### src/gda_pkg.sv
package gda_pkg;

  localparam int COUNT_BITS_DEFAULT = 22;

  localparam int DAY_W    = 5;
  localparam int MONTH_W  = 4;
  localparam int YEAR_W   = 14;
  localparam int SERIAL_W = 22;
  localparam int DIFF_W   = 23;
  localparam int CHUNK_YW = 9;
  localparam int CHUNK_DW = 18;

  localparam logic [YEAR_W-1:0]   YEAR_MAX   = 14'd9999;
  localparam logic [SERIAL_W-1:0] SERIAL_MAX = 22'd3652058;

  typedef enum logic [1:0] {
    FUNC_ADD,
    FUNC_SUB,
    FUNC_DIFF,
    FUNC_NONE
  } func_t;

  typedef enum logic [3:0] {
    ST_IDLE,
    ST_CHECK,
    ST_TO_YEARS,
    ST_TO_MONTHS,
    ST_TO_DONE,
    ST_OFFSET,
    ST_FROM_YEARS,
    ST_FROM_MONTHS,
    ST_OUT
  } state_t;

  // year blocks: 400, 100, 4 and 1 years
  function automatic logic [CHUNK_YW-1:0] chunk_years(input logic [1:0] phase);
    case (phase)
      2'd0:    chunk_years = 9'd400;
      2'd1:    chunk_years = 9'd100;
      2'd2:    chunk_years = 9'd4;
      default: chunk_years = 9'd1;
    endcase
  endfunction

  // days in each year block
  function automatic logic [CHUNK_DW-1:0] chunk_days(input logic [1:0] phase);
    case (phase)
      2'd0:    chunk_days = 18'd146097;
      2'd1:    chunk_days = 18'd36524;
      2'd2:    chunk_days = 18'd1461;
      default: chunk_days = 18'd365;
    endcase
  endfunction

  function automatic logic [DAY_W-1:0] month_len(input logic [MONTH_W-1:0] m,
                                                 input logic leap);
    case (m)
      4'd4, 4'd6, 4'd9, 4'd11: month_len = 5'd30;
      4'd2:                    month_len = leap ? 5'd29 : 5'd28;
      default:                 month_len = 5'd31;
    endcase
  endfunction

endpackage

### src/gregorian_date_arithmetic_unit.sv
// channel  | direction | fields (tdata from bit 0 up)
// s_axis   | in        | func, first_day/month/year, second_day/month/year, day_count
// m_axis   | out       | result_day/month/year, day_difference, is_before, is_equal,
//          |           | is_after, error
//
// one request at a time; a sequencer drives one year-block/month adder and compare
// a date-to-day-number pass works through year blocks of 400/100/4/1, then months;
// add and subtract run one such pass and the reverse pass, difference runs two
// forward passes; a rejected request skips the remaining passes
// s_axis_tready is high only while idle; a finished result waits in the output
// register under m_axis_tready backpressure while the next request is taken
// rst clears the sequencer and the output valid

module gregorian_date_arithmetic_unit #(
  parameter int COUNT_BITS = gda_pkg::COUNT_BITS_DEFAULT
) (
  input  logic                                clk,
  input  logic                                rst,
  input  logic                                s_axis_tvalid,
  output logic                                s_axis_tready,
  // func[1:0], first_day[6:2], first_month[10:7], first_year[24:11],
  // second_day[29:25], second_month[33:30], second_year[47:34], day_count from 48 up
  input  logic [((48+COUNT_BITS+7)/8)*8-1:0]  s_axis_tdata,
  output logic                                m_axis_tvalid,
  input  logic                                m_axis_tready,
  // result_day[4:0], result_month[8:5], result_year[22:9], day_difference[45:23],
  // is_before[46], is_equal[47], is_after[48], error[49]
  output logic [55:0]                         m_axis_tdata
);

  localparam int SUM_W = ((COUNT_BITS > gda_pkg::SERIAL_W) ? COUNT_BITS
                                                           : gda_pkg::SERIAL_W) + 1;

  gda_pkg::state_t state, state_next;

  gda_pkg::func_t              func, func_next;
  logic [gda_pkg::DAY_W-1:0]   d1, d1_next, d2, d2_next;
  logic [gda_pkg::MONTH_W-1:0] m1, m1_next, m2, m2_next;
  logic [gda_pkg::YEAR_W-1:0]  y1, y1_next, y2, y2_next;
  logic [COUNT_BITS-1:0]       count, count_next;
  logic                        earlier, earlier_next, equal, equal_next;
  logic                        which, which_next;

  logic [gda_pkg::YEAR_W-1:0]   yrs, yrs_next;
  logic [gda_pkg::SERIAL_W-1:0] days, days_next, s1, s1_next;
  logic [1:0]                   phase, phase_next;
  logic [1:0]                   nb, nb_next, nd, nd_next;
  logic [4:0]                   nc, nc_next;
  logic [gda_pkg::MONTH_W-1:0]  k, k_next;

  logic [gda_pkg::DAY_W-1:0]   res_d, res_d_next;
  logic [gda_pkg::MONTH_W-1:0] res_m, res_m_next;
  logic [gda_pkg::YEAR_W-1:0]  res_y, res_y_next;
  logic [gda_pkg::DIFF_W-1:0]  diff, diff_next;
  logic                        err, err_next;

  logic        out_valid_next;
  logic [55:0] out_data_next;

  // input field slices
  logic [gda_pkg::DAY_W-1:0]   in_d1, in_d2;
  logic [gda_pkg::MONTH_W-1:0] in_m1, in_m2;
  logic [gda_pkg::YEAR_W-1:0]  in_y1, in_y2;
  logic                        in_before, in_equal;

  assign in_d1 = s_axis_tdata[6:2];
  assign in_m1 = s_axis_tdata[10:7];
  assign in_y1 = s_axis_tdata[24:11];
  assign in_d2 = s_axis_tdata[29:25];
  assign in_m2 = s_axis_tdata[33:30];
  assign in_y2 = s_axis_tdata[47:34];

  always_comb begin
    if (in_y1 != in_y2) begin
      in_before = in_y1 < in_y2;
    end else if (in_m1 != in_m2) begin
      in_before = in_m1 < in_m2;
    end else begin
      in_before = in_d1 < in_d2;
    end
  end
  assign in_equal = (in_y1 == in_y2) && (in_m1 == in_m2) && (in_d1 == in_d2);

  // date under conversion
  logic [gda_pkg::DAY_W-1:0]   cur_d;
  logic [gda_pkg::MONTH_W-1:0] cur_m;
  logic [gda_pkg::YEAR_W-1:0]  cur_y;

  assign cur_d = which ? d2 : d1;
  assign cur_m = which ? m2 : m1;
  assign cur_y = which ? y2 : y1;

  logic cur_ok;
  assign cur_ok = (cur_y != '0) && (cur_y <= gda_pkg::YEAR_MAX) &&
                  (cur_m != '0) && (cur_m <= 4'd12) && (cur_d != '0) &&
                  (cur_d <= gda_pkg::month_len(cur_m, 1'b1));

  // shared step unit
  logic [gda_pkg::CHUNK_YW-1:0] chunk_y;
  logic [gda_pkg::CHUNK_DW-1:0] chunk_d;
  logic                         cnt_ok, to_take, from_take, leap;
  logic [gda_pkg::DAY_W-1:0]    mlen;
  logic                         feb_bad, to_more, from_more;

  assign chunk_y = gda_pkg::chunk_years(phase);
  assign chunk_d = gda_pkg::chunk_days(phase);
  // the last century of a cycle and the last year of a 4-year block stay partial
  assign cnt_ok  = (phase == 2'd1) ? (nb != 2'd3) :
                   (phase == 2'd3) ? (nd != 2'd3) : 1'b1;
  assign to_take   = yrs >= gda_pkg::YEAR_W'(chunk_y);
  assign from_take = (days >= gda_pkg::SERIAL_W'(chunk_d)) && cnt_ok;
  // year is leap when it closes a 4-year block that is not a plain century end
  assign leap      = (nd == 2'd3) && ((nc != 5'd24) || (nb == 2'd3));
  assign mlen      = gda_pkg::month_len(k, leap);
  assign feb_bad   = (cur_m == 4'd2) && (cur_d == 5'd29) && !leap;
  assign to_more   = k < cur_m;
  assign from_more = (k < 4'd12) && (days >= gda_pkg::SERIAL_W'(mlen));

  logic [SUM_W-1:0] s1_ext, count_ext, off_add, off_sub;
  logic             off_sat, off_under;

  assign s1_ext    = SUM_W'(s1);
  assign count_ext = SUM_W'(count);
  assign off_add   = s1_ext + count_ext;
  assign off_sub   = s1_ext - count_ext;
  assign off_sat   = off_add > SUM_W'(gda_pkg::SERIAL_MAX);
  assign off_under = count_ext > s1_ext;

  logic out_free;
  assign out_free = !m_axis_tvalid || m_axis_tready;

  assign s_axis_tready = (state == gda_pkg::ST_IDLE);

  // next state
  always_comb begin
    state_next = state;
    case (state)
      gda_pkg::ST_IDLE: begin
        if (s_axis_tvalid) begin
          state_next = gda_pkg::ST_CHECK;
        end
      end
      gda_pkg::ST_CHECK: begin
        if (func == gda_pkg::FUNC_NONE || !cur_ok) begin
          state_next = gda_pkg::ST_OUT;
        end else begin
          state_next = gda_pkg::ST_TO_YEARS;
        end
      end
      gda_pkg::ST_TO_YEARS: begin
        if (!to_take && phase == 2'd3) begin
          state_next = feb_bad ? gda_pkg::ST_OUT : gda_pkg::ST_TO_MONTHS;
        end
      end
      gda_pkg::ST_TO_MONTHS: begin
        if (!to_more) begin
          state_next = gda_pkg::ST_TO_DONE;
        end
      end
      gda_pkg::ST_TO_DONE: begin
        if (which) begin
          state_next = gda_pkg::ST_OUT;
        end else if (func == gda_pkg::FUNC_DIFF) begin
          state_next = gda_pkg::ST_CHECK;
        end else begin
          state_next = gda_pkg::ST_OFFSET;
        end
      end
      gda_pkg::ST_OFFSET: begin
        state_next = gda_pkg::ST_FROM_YEARS;
      end
      gda_pkg::ST_FROM_YEARS: begin
        if (!from_take && phase == 2'd3) begin
          state_next = gda_pkg::ST_FROM_MONTHS;
        end
      end
      gda_pkg::ST_FROM_MONTHS: begin
        if (!from_more) begin
          state_next = gda_pkg::ST_OUT;
        end
      end
      gda_pkg::ST_OUT: begin
        if (out_free) begin
          state_next = gda_pkg::ST_IDLE;
        end
      end
      default: state_next = gda_pkg::ST_IDLE;
    endcase
  end

  // datapath and output register
  always_comb begin
    func_next   = func;
    d1_next     = d1;
    m1_next     = m1;
    y1_next     = y1;
    d2_next     = d2;
    m2_next     = m2;
    y2_next     = y2;
    count_next  = count;
    earlier_next = earlier;
    equal_next  = equal;
    which_next  = which;
    yrs_next    = yrs;
    days_next   = days;
    s1_next     = s1;
    phase_next  = phase;
    nb_next     = nb;
    nc_next     = nc;
    nd_next     = nd;
    k_next      = k;
    res_d_next  = res_d;
    res_m_next  = res_m;
    res_y_next  = res_y;
    diff_next   = diff;
    err_next    = err;
    out_valid_next = m_axis_tvalid && !m_axis_tready;
    out_data_next  = m_axis_tdata;

    case (state)
      gda_pkg::ST_IDLE: begin
        if (s_axis_tvalid) begin
          func_next   = gda_pkg::func_t'(s_axis_tdata[1:0]);
          d1_next     = in_d1;
          m1_next     = in_m1;
          y1_next     = in_y1;
          d2_next     = in_d2;
          m2_next     = in_m2;
          y2_next     = in_y2;
          count_next  = s_axis_tdata[48 +: COUNT_BITS];
          earlier_next = in_before;
          equal_next  = in_equal;
          which_next  = 1'b0;
          res_d_next  = '0;
          res_m_next  = '0;
          res_y_next  = '0;
          diff_next   = '0;
          err_next    = 1'b0;
        end
      end
      gda_pkg::ST_CHECK: begin
        if (func == gda_pkg::FUNC_NONE || !cur_ok) begin
          err_next = 1'b1;
        end else begin
          yrs_next   = cur_y - 14'd1;
          days_next  = '0;
          phase_next = 2'd0;
          nb_next    = '0;
          nc_next    = '0;
          nd_next    = '0;
        end
      end
      gda_pkg::ST_TO_YEARS: begin
        if (to_take) begin
          yrs_next  = yrs - gda_pkg::YEAR_W'(chunk_y);
          days_next = days + gda_pkg::SERIAL_W'(chunk_d);
          case (phase)
            2'd1:    nb_next = nb + 2'd1;
            2'd2:    nc_next = nc + 5'd1;
            2'd3:    nd_next = nd + 2'd1;
            default: ;
          endcase
        end else if (phase == 2'd3) begin
          k_next = 4'd1;
          if (feb_bad) begin
            err_next = 1'b1;
          end
        end else begin
          phase_next = phase + 2'd1;
        end
      end
      gda_pkg::ST_TO_MONTHS: begin
        if (to_more) begin
          days_next = days + gda_pkg::SERIAL_W'(mlen);
          k_next    = k + 4'd1;
        end else begin
          days_next = days + gda_pkg::SERIAL_W'(cur_d) - 22'd1;
        end
      end
      gda_pkg::ST_TO_DONE: begin
        if (which) begin
          diff_next  = {1'b0, s1} - {1'b0, days};
          res_d_next = d1;
          res_m_next = m1;
          res_y_next = y1;
        end else begin
          s1_next = days;
          if (func == gda_pkg::FUNC_DIFF) begin
            which_next = 1'b1;
          end
        end
      end
      gda_pkg::ST_OFFSET: begin
        if (func == gda_pkg::FUNC_ADD) begin
          days_next = off_sat ? gda_pkg::SERIAL_MAX : off_add[gda_pkg::SERIAL_W-1:0];
          err_next  = off_sat;
        end else begin
          days_next = off_under ? '0 : off_sub[gda_pkg::SERIAL_W-1:0];
          err_next  = off_under;
        end
        yrs_next   = '0;
        phase_next = 2'd0;
        nb_next    = '0;
        nc_next    = '0;
        nd_next    = '0;
      end
      gda_pkg::ST_FROM_YEARS: begin
        if (from_take) begin
          days_next = days - gda_pkg::SERIAL_W'(chunk_d);
          yrs_next  = yrs + gda_pkg::YEAR_W'(chunk_y);
          case (phase)
            2'd1:    nb_next = nb + 2'd1;
            2'd2:    nc_next = nc + 5'd1;
            2'd3:    nd_next = nd + 2'd1;
            default: ;
          endcase
        end else if (phase == 2'd3) begin
          k_next = 4'd1;
        end else begin
          phase_next = phase + 2'd1;
        end
      end
      gda_pkg::ST_FROM_MONTHS: begin
        if (from_more) begin
          days_next = days - gda_pkg::SERIAL_W'(mlen);
          k_next    = k + 4'd1;
        end else begin
          res_d_next = days[gda_pkg::DAY_W-1:0] + 5'd1;
          res_m_next = k;
          res_y_next = yrs + 14'd1;
        end
      end
      gda_pkg::ST_OUT: begin
        if (out_free) begin
          out_valid_next = 1'b1;
          out_data_next  = {6'd0, err, !earlier && !equal, equal, earlier,
                            diff, res_y, res_m, res_d};
        end
      end
      default: ;
    endcase
  end

  always_ff @(posedge clk) begin
    if (rst) begin
      state         <= gda_pkg::ST_IDLE;
      m_axis_tvalid <= 1'b0;
    end else begin
      state         <= state_next;
      m_axis_tvalid <= out_valid_next;
    end
  end

  always_ff @(posedge clk) begin
    func         <= func_next;
    d1           <= d1_next;
    m1           <= m1_next;
    y1           <= y1_next;
    d2           <= d2_next;
    m2           <= m2_next;
    y2           <= y2_next;
    count        <= count_next;
    earlier      <= earlier_next;
    equal        <= equal_next;
    which        <= which_next;
    yrs          <= yrs_next;
    days         <= days_next;
    s1           <= s1_next;
    phase        <= phase_next;
    nb           <= nb_next;
    nc           <= nc_next;
    nd           <= nd_next;
    k            <= k_next;
    res_d        <= res_d_next;
    res_m        <= res_m_next;
    res_y        <= res_y_next;
    diff         <= diff_next;
    err          <= err_next;
    m_axis_tdata <= out_data_next;
  end

endmodule
### config.mk
export PLATFORM = sky130hd
export DESIGN_NAME = gregorian_date_arithmetic_unit
export DESIGN_NICKNAME = d
export VERILOG_FILES = /design/src/gda_pkg.sv /design/src/gregorian_date_arithmetic_unit.sv
export SDC_FILE = /design/constraint.sdc
export NUM_CORES = 1
export LEC_CHECK = 0
export BUFFER_PORTS_ARGS = -buffer_cell sky130_fd_sc_hd__buf_2
export CORE_UTILIZATION = 45
export CTS_BUF_LIST = sky130_fd_sc_hd__clkbuf_4
export DETAILED_ROUTE_END_ITERATION = 8
export PLACE_DENSITY = 0.62
export REMOVE_ABC_BUFFERS = 1
export SETUP_SLACK_MARGIN = 0.3
export SYNTH_ARGS = -nofsm -noshare
export SYNTH_HDL_FRONTEND = slang
export SYNTH_SLANG_ARGS = --single-unit
### constraint.sdc
create_clock -name clk -period 10.1 [get_ports clk]
set_input_delay 0.505 -clock clk [delete_from_list [all_inputs] [get_ports clk]]
set_output_delay 0.505 -clock clk [all_outputs]
set_load 0.1 [all_outputs]
==> out/metrics.csv, run 1 <==
metric;value;unit
worst vdd ir;0.000125;V
Mapped Area;19800;um^2
IO Count;134;
Die Y;212;um
ranking of synthesized cells by area;edfxtp_1, ha_1, xnor2_1;
CTS buffer count;73;
worst hold path type;input pin to register;
async set or reset register ratio after synthesis;0;
GRT overflow;0;
Final Util;0.526;
setup TNS;0;ps
list of most frequent post-synthesis cells;edfxtp_1, ha_1, nor2_1;
Critical Path RT;10550;ps
initial antenna violation count;3;
Fillers;4016;
Max Fclk;0.165;GHz
met3 Usage GRT;0.0570;
maxcap violations;0;
Critical Path End Type;register;
final setup vio count;0;
EDFF count, synth;243;
reg-to-reg endpoint;k[0];
Arr. time, crit path;6520;ps
YS warnings;0;
Post-Syn Area per Cell;9.42;um^2
core box area;43200;um^2
run status;completed;
min cycle time layout;6070;ps
Main synth FF type;edfxtp_1;
Starting DRT DRC Count;1425;
routing usage on met1;0.379;
first-pass GRT wire length;92.8;mm
area leader, netlist;edfxtp_1;
share of layout cells above drive strength 1;0.128;
critical path class;register to register;
Clock Pin Slew Worst Setup and Hold Paths;70;ps
total number of vias;17103;
worst skew pair latency;840;ps
count leader, synth;edfxtp_1;
grt met2 use;0.410;
crit share post-route;0.601;
GPL Wtd Cong;0.922;
largest buffer count on any clock path;3;
Power Density;304;nW/um^2
Post-route DRC;0;
worst flop-to-flop path startpoint;phase[1];
Yosys top cell area share;0.369;
Worst slew margin;0.149;
Rows;76;
Hold Path Stages;4;
flops & latches, synth;248;
number of distinct library cells after synthesis;85;
GRT Util Overall;0.271;
GRT busiest layer;met2;
crit-path max FO;9;
max-slew violation count;0;
Initial Util;0.458;
CP Launch Type;register;
# Post-CTS Setup Buffers;0;
worst slew pin tran;1260;ps
post-DP HPWL;44.2;mm
drt first pass iters;5;
Seq/Total Area, Yosys;0.374;
Synth Instances;2101;
LEAKAGE;9.24;nW
Routed WL per cell;20.4;um
Reg area;7400;um^2
final hold violation count;0;
worst reg-to-reg setup slack;4030;ps
vias in the first global route;16540;
pin count of the biggest net entering global routing;59;
root buf cell;clkbuf_4;
die extent in x;212;um
number of H-tree levels;3;
post-route ant nets;0;
drt total wl;60.3;mm
via-per-instance ratio;5.78;
Layout Skew;68.1;ps
worst hold start;m_axis_tready;
hold endpoint;state[3];
Nets;2631;
RSZ-0062 raised after global routing;no;
Die Area;44800;um^2
CTS tree;yes;
Buffers on Ports;125;
post-cts resize count;0;
Worst Reg2Reg Path Length in Cells;13;
multi-input logic area;11500;um^2
clk sinks;248;
synth-to-layout area growth;14.8;%
==> critical path, stage by stage (launching register included) <==
cell	delay [ps]
edfxtp_1	510
inv_1	250
ha_1	560
inv_1	360
ha_1	520
o21bai_1	110
a21o_1	240
a2111oi_0	730
nor3_1	150
a311o_1	380
a221oi_1	740
a21o_1	190
a21boi_0	140
a221oi_1	840
==> state kept, by name, summed over array words and instances, names as in the netlist, 4 cells and up <==
register / count
m_axis_tdata: 50
diff: 23
count: 22
days: 22
s1: 22
res_y: 14
y1: 14
y2: 14
yrs: 14
d1: 5
d2: 5
nc: 5
res_d: 5
k: 4
m1: 4
m2: 4
res_m: 4
state: 4
==> through the flow <==
step | power, mW | hold slack (ps) | cells | area, um^2 | setup slack [ps]
finish | 6.90 | 85.6 | 2959 | 22700 | 4030
global route | 7.40 | 91.2 | 2959 | 22700 | 3740
CTS | 6.87 | 14.3 | 2958 | 22700 | 4120
detailed placement | 5.78 | 405 | 2760 | 21000 | 4070
global placement | 5.72 | 402 | 2760 | 21000 | 4220
floorplan | 4.72 | 400 | 2026 | 19500 | 3790
==> power by group <==
group	switching (mW)	internal, mW	total (mW)	leakage [nW]
clock	0.477	0.550	1.03	0.565
combinational	2.55	1.49	4.04	6.33
sequential	0.313	1.52	1.83	2.34
==> placed cells by master (no fill, tap or decap), types with 41 or more instances in the layout <==
master           n
nor2_1         203
inv_1          163
nor3_1          59
a21oi_1        156
xnor2_1        101
edfxtp_1       243
ha_1           228
xor2_1          41
buf_2          125
nand2_1        129
clkbuf_4       103
dlygate4sd3_1   71
o21ai_0        100
==> area by class of cell <==
class                      count  area share
multi-input combinational   1612       0.505
sequential                   248       0.326
timing repair buffer         220      0.0667
clock buffer                 103      0.0340
tap                          585      0.0322
inverter                     166      0.0274
clock inverter                24     0.00843
antenna                        1    0.000110
==> cell families after synthesis <==
| logic type | share of synthesized area |
|---|---|
| simple gates | 0.152 |
| compound gates | 0.195 |
| flops | 0.374 |
| buf+inv | 0.0490 |
| fa+ha+maj | 0.150 |
| xor+xnor | 0.0629 |
| mux | 0.0168 |
| other cells | 0.000190 |
==> per-layer routing <==
layer / routed length [um] / vias up
met5: 13 / -
met4: 1490 / 2
met3: 4400 / 94
met2: 26400 / 609
met1: 28000 / 8191
li1: - / 8207
==> worst max-delay path by stage <==
stage / from / to
CTS: phase[1] / k[1]
detailed placement: phase[1] / k[2]
global route: phase[1] / k[0]
global placement: phase[1] / k[2]
floorplan: state[2] / count[0]
finish: phase[1] / k[0]
==> repair_timing <==
action | in CTS | in global routing
hold buffers | 71 | 0
setup endpoints to repair | 0 | 0
hold endpoints to repair | 75 | 0
Note: power is estimated with default switching activity, not from simulation.
==> run 2: changes to the inputs <==
--- a/config.mk
+++ b/config.mk
@@ -9,7 +9,7 @@
 export CORE_UTILIZATION = 45
 export CTS_BUF_LIST = sky130_fd_sc_hd__clkbuf_4
 export DETAILED_ROUTE_END_ITERATION = 8
-export PLACE_DENSITY = 0.62
+export PLACE_DENSITY = 0.65
 export REMOVE_ABC_BUFFERS = 1
 export SETUP_SLACK_MARGIN = 0.3
 export SYNTH_ARGS = -nofsm -noshare
==> constraint.sdc (replaced) <==
create_clock -name clk -period 5.5 [get_ports clk]
set_input_delay 0.275 -clock clk [delete_from_list [all_inputs] [get_ports clk]]
set_output_delay 0.275 -clock clk [all_outputs]
set_load 0.1 [all_outputs]
==> out/metrics.csv, run 2 (same netlist as run 1, synthesis figures left out) <==
metric;value;unit
Critical Path End Type;register;
LEAKAGE;9.29;nW
Buffers on Ports;125;
CP Launch Type;register;
Hold Path Stages;2;
Die Area;44800;um^2
Initial Util;0.458;
crit-path max FO;15;
GRT overflow;0;
placed cell count;2774;
worst slew pin tran;1320;ps
final hold violation count;0;
Clock Pin Slew Worst Setup and Hold Paths;60;ps
CTS buffer count;72;
Area after DPL;21200;um^2
Routed WL per cell;19.8;um
part of the power in registers;0.259;
most frequent cells in the layout;edfxtp_1, ha_1, nor2_1;
initial antenna violation count;3;
Worst slew margin;0.111;
Worst Reg2Reg Path Length in Cells;11;
post-route ant nets;0;
max-slew violation count;0;
Arr. time, crit path;5500;ps
Pint;6.53;mW
switching portion of total power;0.486;
Setup WS post-layout;557;ps
number of H-tree levels;3;
Fillers;4010;
Setup Slack @ Placement;453;ps
Final Util;0.529;
clk sinks;248;
largest buffer count on any clock path;3;
Critical Path RT;6050;ps
Max Fclk;0.202;GHz
# Post-CTS Setup Buffers;0;
run status;completed;
final setup vio count;0;
design area;22800;um^2
clock network power share;0.141;
Layout Skew;59.8;ps
largest registers;m_axis_tdata (50), diff (23);
via-per-instance ratio;5.73;
IO Count;134;
commonest non-fill, non-tap cell in the layout;edfxtp_1;
total number of vias;17074;
RSZ-0062 raised after global routing;no;
root buf cell;clkbuf_4;
post-DP HPWL;43.8;mm
Nets;2646;
crit share post-route;0.899;
vias in the first global route;16327;
maxcap violations;0;
largest reg by FF count;m_axis_tdata;
share of layout cells above drive strength 1;0.133;
GRT Util Overall;0.266;
drt first pass iters;6;
Die Y;212;um
Non-Filler Instances;2980;
pin count of the biggest net entering global routing;54;
max reg flops;50;
worst skew pair latency;830;ps
CTS tree;yes;
critical path class;register to register;
Power Density;556;nW/um^2
Starting DRT DRC Count;1468;
worst vdd ir;0.000248;V
Rows;76;
worst hold path type;input pin to register;
switching pwr;6.16;mW
GPL Wtd Cong;0.941;
min cycle time layout;4940;ps
setup TNS;0;ps
Post-route DRC;0;
core box area;43200;um^2
die extent in x;212;um
Comb pwr share;0.600;
synth-to-layout area growth;15.4;%
drt total wl;59.1;mm
first-pass GRT wire length;91.4;mm
==> run 2: cell types whose count changed in the layout (fill, tap and decap cells not counted), sizes merged, moves of 2 or more <==
cell / previous run / this run
buf: 149 / 163
clkbuf: 103 / 98
clkinv: 20 / 25
diode: 1 / 6
clkinvlp: 0 / 2
dlygate4sd3: 71 / 73
==> run 2: metal layers <==
| layer | vias up | wire length [um] | global-route usage |
|---|---|---|---|
| met1 | 8078 | 27300 | 0.373 |
| met4 | 2 | 1590 | 0.100 |
| met5 | - | 13 | 0 |
| li1 | 8257 | - | - |
| met2 | 635 | 25800 | 0.401 |
| met3 | 102 | 4380 | 0.0559 |
==> run 2: path summary, 6_finish.rpt <==
path / from / end / slack (ps)
worst max-delay path: s1[2] / days[10] / 560
worst max register to register: s1[2] / days[10] / 560
worst min register to register: res_y[3] / m_axis_tdata[12] / 400
worst min-delay path: s_axis_tdata[1] / func[1] / 160
==> run 2: critical path: stages (launching register included) <==
cell,delay [ps]
edfxtp_1,450
ha_1,440
nor2b_4,180
a211o_1,330
a211oi_4,390
o211ai_2,170
or4b_1,600
a2111o_1,470
a2111o_1,460
a22oi_2,170
o211ai_2,510
a311o_1,500
==> run 2: per-stage QoR <==
step / total power, mW / hold WS [ps]
after floorplan: 8.66 / 344
after global placement: 10.6 / 401
after detailed placement: 10.7 / 405
after CTS: 12.6 / 99.9
after global routing: 13.6 / 118
final: 12.7 / 163
==> run 2: cell type report <==
cell class | count | area [um^2] | share of cell area
Tap cell | 585 | 732 | 0.0321
Multi-Input combinational cell | 1612 | 11500 | 0.503
Sequential cell | 248 | 7400 | 0.324
Inverter | 166 | 623 | 0.0273
Clock inverter | 29 | 175 | 0.00768
Clock buffer | 98 | 736 | 0.0322
Timing Repair Buffer | 236 | 1650 | 0.0725
Antenna cell | 6 | 15.0 | 0.000658
==> run 2: repair_timing <==
action                                  4_1_cts  5_1_grt
endpoints found under the setup margin        0       31
endpoints found under the hold margin        78        0
hold buffers                                 73        0
gates resized for setup                       0        5
==> run 2: power by group through the flow <==
stage	Clock, mW	Sequential (mW)	Combinational (mW)
finish	1.79	3.28	7.61
global route	1.94	3.35	8.35
CTS	1.85	3.28	7.49
detailed placement	0	3.31	7.39
global placement	0	3.30	7.29
floorplan	0	3.53	5.13
